<file path="src/rtl/lits_pkg.sv">
// Shared types and constants for the 9-bit serial LCD init sequencer.
// Used by lits_front, lits_queue, lits_back and the top level.
package lits_pkg;

  localparam logic [7:0] MARK_DELAY = 8'hFE;
  localparam logic [7:0] MARK_END   = 8'hFF;
  localparam logic [3:0] LAST_BIT   = 4'd8;

  localparam logic [1:0] KIND_BIT   = 2'd0;
  localparam logic [1:0] KIND_DELAY = 2'd1;
  localparam logic [1:0] KIND_END   = 2'd2;

  typedef struct packed {
    logic [1:0] kind;
    logic       flag;
    logic [7:0] value;
  } op_t;

endpackage

</file>
<file path="src/rtl/lits_front.sv">
// Table parser: classifies each accepted byte and issues one operation or none.
// Depends on lits_pkg.
module lits_front (
  input  logic           clk,
  input  logic           rst_n,
  input  logic           accept,
  input  logic [7:0]     table_byte,
  output logic           op_valid,
  output lits_pkg::op_t  op
);

  typedef enum logic [2:0] {
    PH_CMD, PH_SECOND, PH_DELAY, PH_DATA, PH_PAD, PH_DONE
  } phase_t;

  phase_t     phase_r, phase_nxt;
  logic [7:0] held_r, held_nxt;
  logic [7:0] remain_r, remain_nxt;

  always_comb begin
    phase_nxt  = phase_r;
    held_nxt   = held_r;
    remain_nxt = remain_r;
    op_valid   = 1'b0;
    op.kind    = lits_pkg::KIND_BIT;
    op.flag    = 1'b0;
    op.value   = table_byte;
    case (phase_r)
      PH_SECOND: begin
        if (table_byte == lits_pkg::MARK_END) begin
          op_valid  = 1'b1;
          op.kind   = lits_pkg::KIND_END;
          op.value  = 8'd0;
          phase_nxt = PH_DONE;
        end else if (table_byte == lits_pkg::MARK_DELAY) begin
          phase_nxt = PH_DELAY;
        end else begin
          op_valid = 1'b1;
          op.value = held_r;
          if (table_byte == 8'd0) begin
            phase_nxt = PH_PAD;
          end else begin
            remain_nxt = table_byte;
            phase_nxt  = PH_DATA;
          end
        end
      end
      PH_DELAY: begin
        op_valid  = 1'b1;
        op.kind   = lits_pkg::KIND_DELAY;
        phase_nxt = PH_CMD;
      end
      PH_DATA: begin
        op_valid   = 1'b1;
        op.flag    = 1'b1;
        remain_nxt = remain_r - 8'd1;
        if (remain_nxt == 8'd0) begin
          phase_nxt = PH_CMD;
        end
      end
      PH_PAD: begin
        phase_nxt = PH_CMD;
      end
      PH_DONE: begin
        phase_nxt = PH_DONE;
      end
      default: begin
        held_nxt  = table_byte;
        phase_nxt = PH_SECOND;
      end
    endcase
    op_valid = op_valid & accept;
  end

  always_ff @(posedge clk) begin
    if (!rst_n) begin
      phase_r  <= PH_CMD;
      held_r   <= 8'd0;
      remain_r <= 8'd0;
    end else if (accept) begin
      phase_r  <= phase_nxt;
      held_r   <= held_nxt;
      remain_r <= remain_nxt;
    end
  end

endmodule

</file>
<file path="src/rtl/lits_queue.sv">
// Short operation queue between parser and serialiser.
// Depends on lits_pkg.
module lits_queue #(
  parameter int DEPTH = 4
) (
  input  logic           clk,
  input  logic           rst_n,
  input  logic           wr_en,
  input  lits_pkg::op_t  wr_op,
  input  logic           rd_en,
  output lits_pkg::op_t  rd_op,
  output logic           full,
  output logic           empty
);

  localparam int PW = (DEPTH > 1) ? $clog2(DEPTH) : 1;
  localparam int CW = $clog2(DEPTH + 1);
  localparam logic [PW-1:0] PTR_TOP = PW'(DEPTH - 1);
  localparam logic [CW-1:0] CNT_TOP = CW'(DEPTH);

  lits_pkg::op_t mem_r [DEPTH];
  logic [PW-1:0] wr_ptr_r, rd_ptr_r;
  logic [CW-1:0] count_r;
  logic          do_wr, do_rd;

  assign full  = (count_r == CNT_TOP);
  assign empty = (count_r == '0);
  assign do_wr = wr_en & ~full;
  assign do_rd = rd_en & ~empty;
  assign rd_op = mem_r[rd_ptr_r];

  always_ff @(posedge clk) begin
    if (do_wr) begin
      mem_r[wr_ptr_r] <= wr_op;
    end
  end

  always_ff @(posedge clk) begin
    if (!rst_n) begin
      wr_ptr_r <= '0;
      rd_ptr_r <= '0;
      count_r  <= '0;
    end else begin
      if (do_wr) begin
        wr_ptr_r <= (wr_ptr_r == PTR_TOP) ? '0 : wr_ptr_r + PW'(1);
      end
      if (do_rd) begin
        rd_ptr_r <= (rd_ptr_r == PTR_TOP) ? '0 : rd_ptr_r + PW'(1);
      end
      if (do_wr && !do_rd) begin
        count_r <= count_r + CW'(1);
      end else if (do_rd && !do_wr) begin
        count_r <= count_r - CW'(1);
      end
    end
  end

endmodule

</file>
<file path="src/rtl/lits_back.sv">
// Serialiser: turns queued operations into bit, delay and end results.
// Depends on lits_pkg.
module lits_back (
  input  logic           clk,
  input  logic           rst_n,
  input  logic           q_empty,
  input  lits_pkg::op_t  q_op,
  output logic           q_pop,
  input  logic           pop,
  output logic           empty,
  output logic [1:0]     kind,
  output logic           serial_bit,
  output logic [7:0]     delay_ms,
  output logic           last
);

  logic       busy_r;
  logic [1:0] kind_r;
  logic [8:0] shift_r;
  logic [3:0] cnt_r;
  logic [7:0] delay_r;
  logic       take, finish, load;

  assign empty      = ~busy_r;
  assign kind       = kind_r;
  assign serial_bit = (kind_r == lits_pkg::KIND_BIT) & shift_r[8];
  assign delay_ms   = delay_r;
  assign last       = (kind_r != lits_pkg::KIND_BIT) | (cnt_r == lits_pkg::LAST_BIT);

  assign take   = busy_r & pop;
  assign finish = take & last;
  assign load   = (~busy_r | finish) & ~q_empty;
  assign q_pop  = load;

  always_ff @(posedge clk) begin
    if (!rst_n) begin
      busy_r <= 1'b0;
    end else if (load) begin
      busy_r <= 1'b1;
    end else if (finish) begin
      busy_r <= 1'b0;
    end
  end

  always_ff @(posedge clk) begin
    if (load) begin
      kind_r  <= q_op.kind;
      shift_r <= {q_op.flag, q_op.value};
      cnt_r   <= 4'd0;
      delay_r <= (q_op.kind == lits_pkg::KIND_DELAY) ? q_op.value : 8'd0;
    end else if (take) begin
      shift_r <= {shift_r[7:0], 1'b0};
      cnt_r   <= cnt_r + 4'd1;
    end
  end

endmodule

</file>
<file path="src/rtl/lcd_init_table_spi9_sequencer.sv">
// Top level of the 9-bit serial LCD init sequencer.
// Instantiates lits_front, lits_queue and lits_back; uses lits_pkg.
//
// Usage: push table bytes on in_table_byte with in_push while in_full is low.
// Results come out as a queue: while out_empty is low, out_kind, out_serial_bit,
// out_delay_ms and out_last show the oldest result; pulse out_pop to take it.
// Kind 0 is one serial bit (nine per word, flag bit first, out_last on the
// ninth), kind 1 a delay request, kind 2 the table end (out_last always set).
// A byte's first result is written to the operation queue, then loaded into the serialiser.
// Throughput: the parser takes one byte per cycle while the operation queue
// has room; the serialiser emits one bit per cycle while the receiver pops,
// so a command or data byte gives nine bit results, a delay or end record one.
// A stalled receiver holds the serialiser; the queue (QUEUE_DEPTH operations)
// then fills and in_full rises. Bytes that give no result are always taken
// while the queue is not full.
// Reset clears the parser to expect a command byte, empties the queue and
// the serialiser; after the table end, later bytes are taken and dropped.
module lcd_init_table_spi9_sequencer #(
  parameter int QUEUE_DEPTH = 4
) (
  input  logic       clk,
  input  logic       rst_n,
  input  logic       in_push,
  output logic       in_full,
  input  logic [7:0] in_table_byte,
  output logic       out_empty,
  input  logic       out_pop,
  output logic [1:0] out_kind,
  output logic       out_serial_bit,
  output logic [7:0] out_delay_ms,
  output logic       out_last
);

  logic          accept;
  logic          op_valid;
  lits_pkg::op_t op;
  lits_pkg::op_t q_op;
  logic          q_pop, q_empty, q_full;

  assign in_full = q_full;
  assign accept  = in_push & ~q_full;

  lits_front u_front (
    .clk        (clk),
    .rst_n      (rst_n),
    .accept     (accept),
    .table_byte (in_table_byte),
    .op_valid   (op_valid),
    .op         (op)
  );

  lits_queue #(.DEPTH(QUEUE_DEPTH)) u_queue (
    .clk   (clk),
    .rst_n (rst_n),
    .wr_en (op_valid),
    .wr_op (op),
    .rd_en (q_pop),
    .rd_op (q_op),
    .full  (q_full),
    .empty (q_empty)
  );

  lits_back u_back (
    .clk        (clk),
    .rst_n      (rst_n),
    .q_empty    (q_empty),
    .q_op       (q_op),
    .q_pop      (q_pop),
    .pop        (out_pop),
    .empty      (out_empty),
    .kind       (out_kind),
    .serial_bit (out_serial_bit),
    .delay_ms   (out_delay_ms),
    .last       (out_last)
  );

endmodule

</file>
<file path="config.mk">
export PLATFORM = sky130hd
export DESIGN_NAME = lcd_init_table_spi9_sequencer
export DESIGN_NICKNAME = d
export VERILOG_FILES = /design/src/rtl/lits_pkg.sv /design/src/rtl/lits_front.sv /design/src/rtl/lits_queue.sv /design/src/rtl/lits_back.sv /design/src/rtl/lcd_init_table_spi9_sequencer.sv
export SDC_FILE = /design/constraint.sdc
export NUM_CORES = 1
export LEC_CHECK = 0
export BUFFER_PORTS_ARGS = -buffer_cell sky130_fd_sc_hd__buf_2
export CAP_MARGIN = 10
export CORE_MARGIN = 5
export CORE_UTILIZATION = 40
export CTS_CLUSTER_DIAMETER = 120
export DETAILED_ROUTE_END_ITERATION = 12
export PLACE_DENSITY = 0.6
export SLEW_MARGIN = 30
export SYNTH_ARGS = -nofsm -noshare
export SYNTH_HDL_FRONTEND = slang
export SYNTH_SLANG_ARGS = --single-unit
export TNS_END_PERCENT = 100
</file>
<file path="constraint.sdc">
create_clock -name clk -period 5.8 [get_ports clk]
set_input_delay 0.29 -clock clk [delete_from_list [all_inputs] [get_ports clk]]
set_output_delay 0.29 -clock clk [all_outputs]
set_load 0.02 [all_outputs]
</file>
==> results.ini <==
[power]
pwr-share-seq_pct = 50.3
clockPowerShare_pct = 19.3
p_int_mw = 1.335
swShare_pct = 33.16
pwr-share-comb_pct = 30.4
total_power_mw = 1.998
power_density_nw_per_um2 = 422.8
switching_power_mw = 0.6625
ir_drop_mv = 0.2232
power_leakage_nw = 1.731

[floorplan]
dieArea_sq_um = 12980
core_area_sq_um = 10700
die_x_microns = 113.9
initial_core_util_pct = 40.37
die_h_microns = 113.9
num_io_pins = 26
rows = 38

[clock_network]
clockBufferDepth = 2
htree_levels = 3
cts_tree = done
cts_resized = 0
clock_latency_ps = 360
numCtsBuffers = 9
clockRootBuffer = clkbuf_8
cts_hold_buf = 0
cts_sinks = 96
post_cts_buffers = 0
clkTransAtPathRegs_ps = 90

[timing]
slew_viol_final = 0
timing.fmax_mhz = 346.0
finalSetupTns_ps = 0
fin_crit_sh_pct = 49.82
setup_ws_ps = 2910
hold_violations = 0
finClkSkew_ps = 7.843
tightest_slew_ps = 836.9
setup_viol = 0
finalCriticalPeriod_ps = 2890
maxSlewHeadroom_pct = 44.15
grt_setup_unrepaired = false

[route]
vias = 2698
first_pass_iters = 4
drtIter0Drc = 126
routed_via_density = 5.208
totalWireLength_microns = 8081
wire_per_inst_microns = 15.60
ant_nets = 0
drc = 0

[layout]
fin_util_pct = 44.18
diodes = 0
fillers = 1015
final_common_cell = edfxtp_1
area_growth_pct = 9.415
drive_gt1_share_pct = 17.20
fin_cells = 518
final_nets = 398
final_cell_mix = edfxtp_1 (63), dfxtp_1 (33), nor2_1 (28), nand2_1 (26), buf_2 (25)

[logic_synthesis]
async_flop_share_pct = 0
syn_inst = 349
avgSynthCellArea_sq_um = 12.38
syn-num-nets = 374
synth_enable_flop_cells = 63
yosys_warnings = 0
synth.distinct_cells = 52
synth_ff_type = edfxtp_1
yosysSeqAreaShare_pct = 59.10
syn_area_sq_um = 4319
synth_seq_cells = 96

[min_path]
worstHoldPathType = in -> reg
holdPathStages = 3
hold-path-endpoint = u_back.cnt_r[1]
min-delay-start = out_pop

[worst_setup_path]
slowest_stage = nand3_1
end_kind = flop
arrival_ps = 3180
critPathBufInv = 2
worstPathRequired_ps = 6090
crit_family = simple AND/OR/NAND/NOR gates
r2r-start = u_front.phase_r[2]
reg2reg_slack_ps = 2910
crit_type = reg -> reg
max_stage_delay_ps = 450
crit_path_max_fanout = 18
cp_cell_sequence = inv_1 > nand3_1 > nor2_1 > o21a_1 > ha_1 > inv_1 > fa_1 > xor2_1 > or3_1 > a21oi_1
r2r.worst_path.cells = 10
r2r-end = u_queue.count_r[2]
crit_path_frequent_cell = inv_1
crit_path_start_kind = flop

[place]
io_buffer_count = 25
dp.cells = 502
pre_cts_ws_ps = 2943
gp_congestion = 0.7934
dp_hpwl_microns = 5494

[grt]
grt_pass1_vias = 2631
gr-usage-all-layers_pct = 13.11
grt-ovfl-total = 0
grt_pass1_wl_microns = 13160
antenna_found_initial = 0
grt_max_degree = 27

[job]
drv_cap = 0

[outcome]
outcome = finished clean

[routing by layer]
layer	vias up	part of all wire, %	global-route usage, %
li1	1326	-	-
met4	0	1.7	4.355
met3	14	5.2	4.456
met5	-	0	0
met2	67	48	20.85
met1	1291	46	16.88
[how the worst max path moves through the flow]
stage          cells past startpoint            endpoint          startpoint
6_report                          10  u_queue.count_r[2]  u_front.phase_r[2]
5_1_grt                           10  u_queue.count_r[2]  u_front.phase_r[1]
4_1_cts                           13  u_queue.count_r[2]     u_back.cnt_r[0]
3_5_place_dp                      10  u_queue.count_r[2]  u_front.phase_r[1]
3_3_place_gp                      13  u_queue.count_r[2]     u_back.cnt_r[0]
2_1_floorplan                     13  u_queue.count_r[2]     u_back.cnt_r[0]
[registers in the layout (all words and copies together), names as in the netlist, named ones only]
register,count
u_queue.mem_r,44
u_back.shift_r,9
u_back.delay_ms,8
u_front.held_r,8
u_front.remain_r,8
u_back.cnt_r,4
u_front.phase_r,3
u_queue.count_r,3
u_back.kind,2
u_queue.rd_ptr_r,2
u_queue.wr_ptr_r,2
u_back.busy_r,1
[layout make-up]
cell class	instances	area [sq um]	area share [%]
clock buffers	12	135.1	2.859
clock inverters	4	28.78	0.6089
inverters	17	63.81	1.350
multi-input cells	223	1638	34.66
flip-flops and latches	96	2552	54.01
well taps	140	175.2	3.707
repair buffers	26	132.6	2.806
[power groups by stage]
stage	logic (mW)	clock network, mW	registers, mW
floorplan	0.442	0	1.03
global route	0.670	0.431	1.03
global placement	0.600	0	1.02
finish	0.607	0.386	1.01
detailed placement	0.611	0	1.02
CTS	0.614	0.403	1.01
[worst min-delay path, stage by stage]
cell	delay (ps)
buf_2	120
nand3_1	80
a21oi_1	60
[logic make-up after synthesis]
| family | share of synthesized area (%) |
|---|---|
| AO/OA/AOI/OAI | 9.444 |
| XOR/XNOR | 1.014 |
| adder cells (fa/ha/maj) | 3.940 |
| buffers and inverters | 2.984 |
| flip-flops | 59.10 |
| multiplexers | 10.83 |
| AND/OR/NAND/NOR | 12.69 |
[per-stage QoR]
step / hold slack, ps / cell area [sq um]
after global routing: 212.6 / 4726
after global placement: 476.8 / 4562
after floorplan: 433.9 / 4319
after detailed placement: 490.7 / 4562
final: 226.9 / 4726
after CTS: 200.8 / 4726
[synthesized netlist by cell type, types with 2 or more instances]
| cell type | instances | area (sq um) |
|---|---|---|
| edfxtp_1 | 63 | 1892 |
| ha_1 | 12 | 150.1 |
| a21oi_1 | 24 | 120.1 |
| nor4_1 | 3 | 18.77 |
| and2_1 | 15 | 93.84 |
| clkbuf_1 | 7 | 26.28 |
| or3_1 | 5 | 31.28 |
| buf_2 | 3 | 15.01 |
| o221a_1 | 2 | 22.52 |
| inv_1 | 16 | 60.06 |
| o21ai_1 | 5 | 25.02 |
| dfxtp_1 | 33 | 660.6 |
| o31ai_1 | 2 | 15.01 |
| nor2b_1 | 2 | 12.51 |
| nand2b_1 | 2 | 12.51 |
| nand3_1 | 11 | 55.05 |
| xor2_1 | 3 | 26.28 |
| nor3_1 | 6 | 30.03 |
| nor2_1 | 28 | 105.1 |
| o21ai_0 | 19 | 95.09 |
| mux2i_1 | 13 | 130.1 |
| mux2_2 | 7 | 78.83 |
| a21oi_2 | 2 | 17.52 |
| nand2_1 | 26 | 97.59 |
| mux4_2 | 11 | 247.7 |
| xnor2_1 | 2 | 17.52 |
| o2111ai_1 | 2 | 17.52 |
(Power assumes the default switching activity.)
